===== src/sv/inverse_transform_4x4_reconstruct_macros.svh =====
// assertion macros for the 4x4 inverse transform block
// used by the top level only, no other dependencies
`ifndef INVERSE_TRANSFORM_4X4_RECONSTRUCT_MACROS_SVH
`define INVERSE_TRANSFORM_4X4_RECONSTRUCT_MACROS_SVH

// same-cycle implication
`define ITR_ASSERT_NOW(label, clk, rst, ante, cons, msg) \
   label: assert property (@(posedge clk) disable iff (rst) (ante) |-> (cons)) \
      else $error(msg);

// next-cycle implication
`define ITR_ASSERT_NEXT(label, clk, rst, ante, cons, msg) \
   label: assert property (@(posedge clk) disable iff (rst) (ante) |=> (cons)) \
      else $error(msg);

`endif


===== src/sv/itr_pkg.sv =====
// shared types, widths and helpers of the 4x4 inverse transform block
// no dependencies
package itr_pkg;

   localparam int COEF_W = 16;
   localparam int T_W    = COEF_W + 6;
   localparam int H_W    = T_W + 6;
   localparam int V_W    = H_W - 10;
   localparam int S_W    = V_W + 1;
   localparam int DCP_W  = COEF_W + 9;
   localparam int DC_W   = DCP_W - 10;
   localparam int LANES  = 4;

   typedef logic signed [COEF_W-1:0] coef_type;
   typedef logic signed [T_W-1:0]    tval_type;
   typedef logic signed [DC_W-1:0]   dc_type;
   typedef logic signed [S_W-1:0]    sum_type;
   typedef logic [7:0]               pix_type;

   typedef enum logic {
      MODE_FULL = 1'b0,
      MODE_DC   = 1'b1
   } mode_type;

   function automatic pix_type clip_pix(input sum_type s);
      pix_type r;
      if (s < sum_type'(0)) begin
         r = 8'd0;
      end else if (s > sum_type'(255)) begin
         r = 8'd255;
      end else begin
         r = s[7:0];
      end
      return r;
   endfunction

endpackage


===== src/sv/itr_ifs.sv =====
// request and response channel interfaces
// depends on itr_pkg
interface itr_req_if;
   logic                     valid;
   logic                     ready;
   logic                     mode;
   logic signed [15:0]       coef_a;
   logic signed [15:0]       coef_b;
   logic signed [15:0]       coef_c;
   logic signed [15:0]       coef_d;
   itr_pkg::pix_type         pred_a;
   itr_pkg::pix_type         pred_b;
   itr_pkg::pix_type         pred_c;
   itr_pkg::pix_type         pred_d;

   modport source (output valid, mode, coef_a, coef_b, coef_c, coef_d,
                   pred_a, pred_b, pred_c, pred_d, input ready);
   modport sink (input valid, mode, coef_a, coef_b, coef_c, coef_d,
                 pred_a, pred_b, pred_c, pred_d, output ready);
endinterface

interface itr_rsp_if;
   logic             valid;
   logic             ready;
   itr_pkg::pix_type pix_a;
   itr_pkg::pix_type pix_b;
   itr_pkg::pix_type pix_c;
   itr_pkg::pix_type pix_d;
   logic [1:0]       row_index;
   logic             row_last;

   modport source (output valid, pix_a, pix_b, pix_c, pix_d, row_index, row_last,
                   input ready);
   modport sink (input valid, pix_a, pix_b, pix_c, pix_d, row_index, row_last,
                 output ready);
endinterface


===== src/sv/inverse_transform_4x4_reconstruct.sv =====
// 4x4 inverse transform with reconstruction, top level
// a block's rows reach rsp_chan via the block bank and the output register
// throughput: one request and one pixel row per cycle unless the bank is
//   busy or rsp_chan stalls; the single row merge stage drains the bank
// reset: synchronous active high; clears row count, mode and valid flags
// depends on itr_pkg, itr_ifs, itr_vlane, itr_hrow and the macros header
`include "inverse_transform_4x4_reconstruct_macros.svh"

module inverse_transform_4x4_reconstruct (
   input logic      clock,
   input logic      reset,
   itr_req_if.sink  req_chan,
   itr_rsp_if.source rsp_chan
);
   import itr_pkg::*;

   // load side
   logic [1:0] rows_ff;
   mode_type   mode_ff;
   coef_type   coef_ff [3][LANES];
   pix_type    pred_ff [3][LANES];

   // block bank
   tval_type   t_ff     [LANES][LANES];
   pix_type    bpred_ff [LANES][LANES];
   mode_type   bmode_ff;
   dc_type     dc_ff;
   logic       blk_valid_ff;
   logic [1:0] row_ff;

   // output register
   logic       rsp_valid_ff;
   pix_type    pix_ff [LANES];
   logic [1:0] ridx_ff;

   coef_type   cin [LANES];
   pix_type    pin [LANES];
   tval_type   t_in [LANES][LANES];
   logic signed [DCP_W-1:0] dcp;
   dc_type     dc_in;
   pix_type    hpix [LANES];

   logic req_fire, last_fire, out_ready, out_load, bank_free;

   always_comb begin
      cin[0] = req_chan.coef_a[COEF_W-1:0];
      cin[1] = req_chan.coef_b[COEF_W-1:0];
      cin[2] = req_chan.coef_c[COEF_W-1:0];
      cin[3] = req_chan.coef_d[COEF_W-1:0];
      pin[0] = req_chan.pred_a;
      pin[1] = req_chan.pred_b;
      pin[2] = req_chan.pred_c;
      pin[3] = req_chan.pred_d;
      dcp    = DCP_W'(coef_ff[0][0]) * DCP_W'(169) + DCP_W'(512);
      dc_in  = dcp[DCP_W-1:10];
   end

   assign out_ready = !rsp_valid_ff || rsp_chan.ready;
   assign out_load  = blk_valid_ff && out_ready;
   assign bank_free = !blk_valid_ff || (out_load && row_ff == 2'd3);
   assign req_chan.ready = (rows_ff != 2'd3) || bank_free;
   assign req_fire  = req_chan.valid && req_chan.ready;
   assign last_fire = req_fire && rows_ff == 2'd3;

   // column lanes
   for (genvar j = 0; j < LANES; j++) begin : g_lane
      itr_vlane u_vlane (
         .c0 (coef_ff[0][j]),
         .c1 (coef_ff[1][j]),
         .c2 (coef_ff[2][j]),
         .c3 (cin[j]),
         .t0 (t_in[0][j]),
         .t1 (t_in[1][j]),
         .t2 (t_in[2][j]),
         .t3 (t_in[3][j])
      );
   end

   itr_hrow u_hrow (
      .t_row (t_ff[row_ff]),
      .pred  (bpred_ff[row_ff]),
      .mode  (bmode_ff),
      .dc    (dc_ff),
      .pix   (hpix)
   );

   always_ff @(posedge clock) begin
      if (reset) begin
         rows_ff      <= 2'd0;
         mode_ff      <= MODE_FULL;
         blk_valid_ff <= 1'b0;
         row_ff       <= 2'd0;
         rsp_valid_ff <= 1'b0;
      end else begin
         if (req_fire) begin
            rows_ff <= rows_ff + 2'd1;
            if (rows_ff == 2'd0) begin
               mode_ff <= mode_type'(req_chan.mode);
            end
         end
         if (out_load) begin
            row_ff <= row_ff + 2'd1;
         end
         if (last_fire) begin
            blk_valid_ff <= 1'b1;
         end else if (out_load && row_ff == 2'd3) begin
            blk_valid_ff <= 1'b0;
         end
         if (out_load) begin
            rsp_valid_ff <= 1'b1;
         end else if (rsp_chan.ready) begin
            rsp_valid_ff <= 1'b0;
         end
      end
   end

   // payload, no reset
   always_ff @(posedge clock) begin
      if (req_fire && rows_ff != 2'd3) begin
         coef_ff[rows_ff] <= cin;
         pred_ff[rows_ff] <= pin;
      end
      if (last_fire) begin
         t_ff        <= t_in;
         bpred_ff[0] <= pred_ff[0];
         bpred_ff[1] <= pred_ff[1];
         bpred_ff[2] <= pred_ff[2];
         bpred_ff[3] <= pin;
         bmode_ff    <= mode_ff;
         dc_ff       <= dc_in;
      end
      if (out_load) begin
         pix_ff  <= hpix;
         ridx_ff <= row_ff;
      end
   end

   assign rsp_chan.valid     = rsp_valid_ff;
   assign rsp_chan.pix_a     = pix_ff[0];
   assign rsp_chan.pix_b     = pix_ff[1];
   assign rsp_chan.pix_c     = pix_ff[2];
   assign rsp_chan.pix_d     = pix_ff[3];
   assign rsp_chan.row_index = ridx_ff;
   assign rsp_chan.row_last  = (ridx_ff == 2'd3);

   `ITR_ASSERT_NEXT(a_bank_loaded, clock, reset, last_fire, blk_valid_ff && row_ff == 2'd0, "bank not loaded after last request")
   `ITR_ASSERT_NOW(a_stall_cause, clock, reset, !req_chan.ready, rows_ff == 2'd3 && blk_valid_ff, "request stalled without a busy bank")
   `ITR_ASSERT_NOW(a_out_held, clock, reset, blk_valid_ff && row_ff != 2'd0, rsp_valid_ff, "output register empty mid block")

endmodule


===== src/sv/itr_vlane.sv =====
// column lane: vertical 13/7/17 butterfly over one coefficient column
// depends on itr_pkg
module itr_vlane (
   input  itr_pkg::coef_type c0,
   input  itr_pkg::coef_type c1,
   input  itr_pkg::coef_type c2,
   input  itr_pkg::coef_type c3,
   output itr_pkg::tval_type t0,
   output itr_pkg::tval_type t1,
   output itr_pkg::tval_type t2,
   output itr_pkg::tval_type t3
);
   import itr_pkg::*;

   tval_type e0, e1, e2, e3;
   tval_type z0, z1, z2, z3;

   always_comb begin
      e0 = tval_type'(c0);
      e1 = tval_type'(c1);
      e2 = tval_type'(c2);
      e3 = tval_type'(c3);
      z0 = (e0 + e2) * tval_type'(13);
      z1 = (e0 - e2) * tval_type'(13);
      z2 = e1 * tval_type'(7) - e3 * tval_type'(17);
      z3 = e1 * tval_type'(17) + e3 * tval_type'(7);
      t0 = z0 + z3;
      t1 = z1 + z2;
      t2 = z1 - z2;
      t3 = z0 - z3;
   end

endmodule


===== src/sv/itr_hrow.sv =====
// merge stage: horizontal butterfly of one row, rounding, dc path,
// prediction add and clip; depends on itr_pkg
module itr_hrow (
   input  itr_pkg::tval_type t_row [itr_pkg::LANES],
   input  itr_pkg::pix_type  pred  [itr_pkg::LANES],
   input  itr_pkg::mode_type mode,
   input  itr_pkg::dc_type   dc,
   output itr_pkg::pix_type  pix   [itr_pkg::LANES]
);
   import itr_pkg::*;

   typedef logic signed [H_W-1:0] hval_type;
   typedef logic signed [V_W-1:0] vval_type;

   hval_type e0, e1, e2, e3;
   hval_type z0, z1, z2, z3;
   hval_type h [LANES];
   vval_type v [LANES];

   always_comb begin
      e0 = hval_type'(t_row[0]);
      e1 = hval_type'(t_row[1]);
      e2 = hval_type'(t_row[2]);
      e3 = hval_type'(t_row[3]);
      z0 = (e0 + e2) * hval_type'(13) + hval_type'(512);
      z1 = (e0 - e2) * hval_type'(13) + hval_type'(512);
      z2 = e1 * hval_type'(7) - e3 * hval_type'(17);
      z3 = e1 * hval_type'(17) + e3 * hval_type'(7);
      h[0] = z0 + z3;
      h[1] = z1 + z2;
      h[2] = z1 - z2;
      h[3] = z0 - z3;
      for (int j = 0; j < LANES; j++) begin
         if (mode == MODE_DC) begin
            v[j] = vval_type'(dc);
         end else begin
            v[j] = h[j][H_W-1:10];
         end
         pix[j] = clip_pix(sum_type'(v[j]) + sum_type'({1'b0, pred[j]}));
      end
   end

endmodule

===== src/flat_wrapper.sv =====
// flat-port wrapper written by rule: the top's interface ports become plain ports
module inverse_transform_4x4_reconstruct_flat import itr_pkg::*;
  (clock, reset, req_chan_valid, req_chan_mode, req_chan_coef_a, req_chan_coef_b, req_chan_coef_c, req_chan_coef_d, req_chan_pred_a, req_chan_pred_b, req_chan_pred_c, req_chan_pred_d, req_chan_ready, rsp_chan_valid, rsp_chan_pix_a, rsp_chan_pix_b, rsp_chan_pix_c, rsp_chan_pix_d, rsp_chan_row_index, rsp_chan_row_last, rsp_chan_ready);
  itr_req_if req_chan_i ();
  itr_rsp_if rsp_chan_i ();
  input logic clock;
  input logic reset;
  input wire logic [$bits(req_chan_i.valid)-1:0] req_chan_valid;
  input wire logic [$bits(req_chan_i.mode)-1:0] req_chan_mode;
  input wire logic [$bits(req_chan_i.coef_a)-1:0] req_chan_coef_a;
  input wire logic [$bits(req_chan_i.coef_b)-1:0] req_chan_coef_b;
  input wire logic [$bits(req_chan_i.coef_c)-1:0] req_chan_coef_c;
  input wire logic [$bits(req_chan_i.coef_d)-1:0] req_chan_coef_d;
  input wire logic [$bits(req_chan_i.pred_a)-1:0] req_chan_pred_a;
  input wire logic [$bits(req_chan_i.pred_b)-1:0] req_chan_pred_b;
  input wire logic [$bits(req_chan_i.pred_c)-1:0] req_chan_pred_c;
  input wire logic [$bits(req_chan_i.pred_d)-1:0] req_chan_pred_d;
  output wire logic [$bits(req_chan_i.ready)-1:0] req_chan_ready;
  output wire logic [$bits(rsp_chan_i.valid)-1:0] rsp_chan_valid;
  output wire logic [$bits(rsp_chan_i.pix_a)-1:0] rsp_chan_pix_a;
  output wire logic [$bits(rsp_chan_i.pix_b)-1:0] rsp_chan_pix_b;
  output wire logic [$bits(rsp_chan_i.pix_c)-1:0] rsp_chan_pix_c;
  output wire logic [$bits(rsp_chan_i.pix_d)-1:0] rsp_chan_pix_d;
  output wire logic [$bits(rsp_chan_i.row_index)-1:0] rsp_chan_row_index;
  output wire logic [$bits(rsp_chan_i.row_last)-1:0] rsp_chan_row_last;
  input wire logic [$bits(rsp_chan_i.ready)-1:0] rsp_chan_ready;
  assign req_chan_i.valid = req_chan_valid;
  assign req_chan_i.mode = req_chan_mode;
  assign req_chan_i.coef_a = req_chan_coef_a;
  assign req_chan_i.coef_b = req_chan_coef_b;
  assign req_chan_i.coef_c = req_chan_coef_c;
  assign req_chan_i.coef_d = req_chan_coef_d;
  assign req_chan_i.pred_a = req_chan_pred_a;
  assign req_chan_i.pred_b = req_chan_pred_b;
  assign req_chan_i.pred_c = req_chan_pred_c;
  assign req_chan_i.pred_d = req_chan_pred_d;
  assign req_chan_ready = req_chan_i.ready;
  assign rsp_chan_valid = rsp_chan_i.valid;
  assign rsp_chan_pix_a = rsp_chan_i.pix_a;
  assign rsp_chan_pix_b = rsp_chan_i.pix_b;
  assign rsp_chan_pix_c = rsp_chan_i.pix_c;
  assign rsp_chan_pix_d = rsp_chan_i.pix_d;
  assign rsp_chan_row_index = rsp_chan_i.row_index;
  assign rsp_chan_row_last = rsp_chan_i.row_last;
  assign rsp_chan_i.ready = rsp_chan_ready;
  inverse_transform_4x4_reconstruct u_core (.clock(clock), .reset(reset), .req_chan(req_chan_i), .rsp_chan(rsp_chan_i));
endmodule

===== config.mk =====
export PLATFORM = sky130hd
export DESIGN_NAME = inverse_transform_4x4_reconstruct_flat
export DESIGN_NICKNAME = d
export VERILOG_FILES = /design/src/sv/itr_pkg.sv /design/src/sv/itr_ifs.sv /design/src/sv/inverse_transform_4x4_reconstruct.sv /design/src/sv/itr_vlane.sv /design/src/sv/itr_hrow.sv /design/src/flat_wrapper.sv
export VERILOG_INCLUDE_DIRS = /design/src /design/src/sv
export SDC_FILE = /design/constraint.sdc
export NUM_CORES = 2
export LEC_CHECK = 0
export BUFFER_PORTS_ARGS = -buffer_cell sky130_fd_sc_hd__buf_2
export CAP_MARGIN = 20
export CELL_PAD_IN_SITES_DETAIL_PLACEMENT = 1
export CELL_PAD_IN_SITES_GLOBAL_PLACEMENT = 1
export CORE_MARGIN = 2
export CORE_UTILIZATION = 45
export DETAILED_ROUTE_END_ITERATION = 6
export PLACE_DENSITY_LB_ADDON = 0.1
export SYNTH_ARGS = -nofsm -noshare
export SYNTH_HDL_FRONTEND = slang
export SYNTH_SLANG_ARGS = --single-unit
export TNS_END_PERCENT = 50

===== constraint.sdc =====
create_clock -name clock -period 17.4 [get_ports clock]
set_input_delay 0.87 -clock clock [delete_from_list [all_inputs] [get_ports clock]]
set_output_delay 0.87 -clock clock [all_outputs]
set_load 0.02 [all_outputs]

==> flow_summary.json <==
{
  "status": "finished clean",
  "first_iter_violations": 3045,
  "slowest_stage": "buf_4",
  "slowest_delay_ns": 0.63,
  "crit_path_frequent_cell": "ha_1",
  "maxSlewHeadroom_pct": 24.2,
  "drc": 0,
  "finalCritPeriodShare_pct": 68.6,
  "ys.flop_type": "edfxtp_1",
  "first_global_vias": 80400,
  "required_ns": 17.88,
  "drive_gt1_share_pct": 5.24,
  "clockRootBuffer": "clkbuf_16",
  "netlist_area_um2": 105000,
  "grt_max_degree": 78,
  "die_w_um": 488,
  "synthTopCellsByArea": "ha_1, edfxtp_1, fa_1",
  "ctsHoldBuffers": 0,
  "synthToLayoutAreaGrowth_pct": 7.19,
  "start_util_pct": 45.2,
  "dieArea_um2": 238000,
  "clockBufferDepth": 3,
  "synth-edff-count": 810,
  "io_pins": 138,
  "async_flop_share_pct": 0,
  "grt_pass1_wl_mm": 447,
  "dr_total_vias": 73900,
  "ff2ff_path_depth": 44,
  "avgSynthCellArea_um2": 10.1,
  "synth_largest_area_cell": "ha_1",
  "grt_usage_pct": 23.7,
  "drt_first_pass_iters": 5,
  "gp_congestion": 0.893,
  "clkSinkCount": 819,
  "synthTopCellsByCount": "ha_1, inv_1, edfxtp_1",
  "crit_path_end_kind": "register",
  "postCtsSetupBuffers": 0,
  "syn_inst": 10400,
  "yosysTopAreaCellShare_pct": 25.1,
  "hold-path-cell-count": 1,
  "overflow": 0,
  "vias_per_cell": 5.41,
  "ys_seq_elements": 819,
  "cts_buffers": 101,
  "ys_seq_area_share_pct": 23.3,
  "cts_resized": 0,
  "rsz0062_at_grt": "false",
  "final.min_clock_period_ns": 11.93,
  "tightest_slew_ns": 1.11,
  "finalSetupViolCount": 0,
  "dp_hpwl_mm": 239,
  "drt_wl_total_mm": 280,
  "crit_arrival_ns": 12.42,
  "yosysMostFrequentCell": "ha_1",
  "max_freq_mhz": 83.8,
  "yosysWarnings": 0,
  "skew_ns": 0.0294,
  "maxCapViolCount": 0,
  "cts.clk_slew.worst_paths_ns": 0.06,
  "die_h_um": 488,
  "placementRows": 177,
  "nets": 13500,
  "startpoint_type": "register",
  "clk_latency_ns": 0.76,
  "fill_cells": 25800,
  "holdCritPathClass": "in -> reg",
  "synth.distinct_cells": 103,
  "core_um2": 233000,
  "finalMaxSlewViolations": 0,
  "io_buffers": 137,
  "htree_num_levels": 3,
  "grt_antenna_before_repair": 6,
  "hold_violations": 0,
  "critPathKind": "reg -> reg",
  "wl_per_cell_um": 20.5,
  "syn-num-nets": 13400,
  "setup_tns_ns": 0,
  "cts_tree": "yes",
  "antenna_left": 0,
  "cp_max_fo": 45
}
## sequential cells by signal, indices dropped and copies added, names as in the netlist, 8 cells and up, named ones only
signal and flops:
u_core.rsp_chan.pix_a 8, u_core.rsp_chan.pix_b 8, u_core.coef_ff 192, u_core.rsp_chan.pix_d 8
u_core.bpred_ff 128, u_core.t_ff 344, u_core.rsp_chan.pix_c 8, u_core.dc_ff 15
u_core.pred_ff 96
## path summary, 6_finish.rpt
path | end | startpoint | slack, ns
worst max-delay path | u_core.rsp_chan.pix_b[6]$_SDFFCE_PN0P_ | u_core.row_ff[1]$_SDFFE_PP0P_ | 5.47
worst min-delay path | u_core.pred_ff[2][27]$_DFFE_PP_ | req_chan_pred_a[3] | 0.35
worst max register to register | u_core.rsp_chan.pix_b[6]$_SDFFCE_PN0P_ | u_core.row_ff[1]$_SDFFE_PP0P_ | 5.47
worst min register to register | u_core.bpred_ff[2][14]$_DFFE_PP_ | u_core.pred_ff[2][14]$_DFFE_PP_ | 0.41
## logic make-up after synthesis
group                      after synthesis  synth area share, %
DFF                                    819                 23.3
adders and majority gates             2836                 38.9
AOI/OAI and AO/OA                     1955                 12.0
muxes                                  147                 2.79
buffers and inverters                 2016                 7.21
xor gates and xnor gates               973                 8.15
and+or+nand+nor                       1670                 7.62
## routing by layer
metal  GRT usage [%]  share of wire [%]  vias up
li1                -                  -    35900
met1            33.1                 49    37000
met3            2.00                2.4      236
met4            4.45                1.8        2
met5               0             0.0039        -
met2            40.4                 47      743
## cells in the final DEF (no fill, tap or decap), types with 30 or more instances in the layout
cell and count:
mux4_2 116, a211oi_1 51, edfxtp_1 810, xnor2_1 738
and3_1 63, nand3_1 96, clkbuf_16 101, o21a_1 65
nor2_1 590, o21ai_0 332, nand2_1 313, a21boi_0 51
xor2_1 231, nor2b_1 100, fa_1 725, inv_1 1852
a21o_1 170, a21oi_1 640, buf_2 137, ha_1 2111
nor3_1 169, nand2b_1 79, or2_2 30, a31oi_1 74
o41ai_1 34, or3_1 79, o21bai_1 218
## worst max-delay path: cells and delay by family, from the launching register on
family | cells | cell delay, ns
simple gates | 8 | 1.19
xor+xnor | 4 | 1.08
compound gates | 16 | 4.19
flops | 1 | 0.61
fa+ha+maj | 8 | 2.74
buf+inv | 7 | 1.60
mux | 1 | 0.13
## cell type report
cell class	count	area, um2	share of cell area, %
well taps	3043	3810	3.38
inverters	1855	6960	6.17
diodes	3	7.51	0.00666
clock inverters	73	875	0.775
flip-flops and latches	819	24500	21.7
multi-input cells	7581	73100	64.9
repair buffers	162	891	0.790
clock buffers	116	2580	2.29
## metrics by stage
step | hold WS, ns | std cells | utilization (%) | cell area [um2] | setup slack [ns]
after floorplan | 0.400 | 10400 | - | 105000 | 4.01
after global placement | 0.401 | 13500 | 47.0 | 109000 | 6.04
after detailed placement | 0.405 | 13500 | 47.0 | 109000 | 5.61
after CTS | 0.261 | 13600 | 48.5 | 113000 | 5.56
after global routing | 0.298 | 13700 | 48.5 | 113000 | 4.53
final | 0.346 | 13700 | 48.5 | 113000 | 5.47
Power is not shown: default switching activity piles up to over one toggle a cycle in this logic, so the estimate is an artifact.
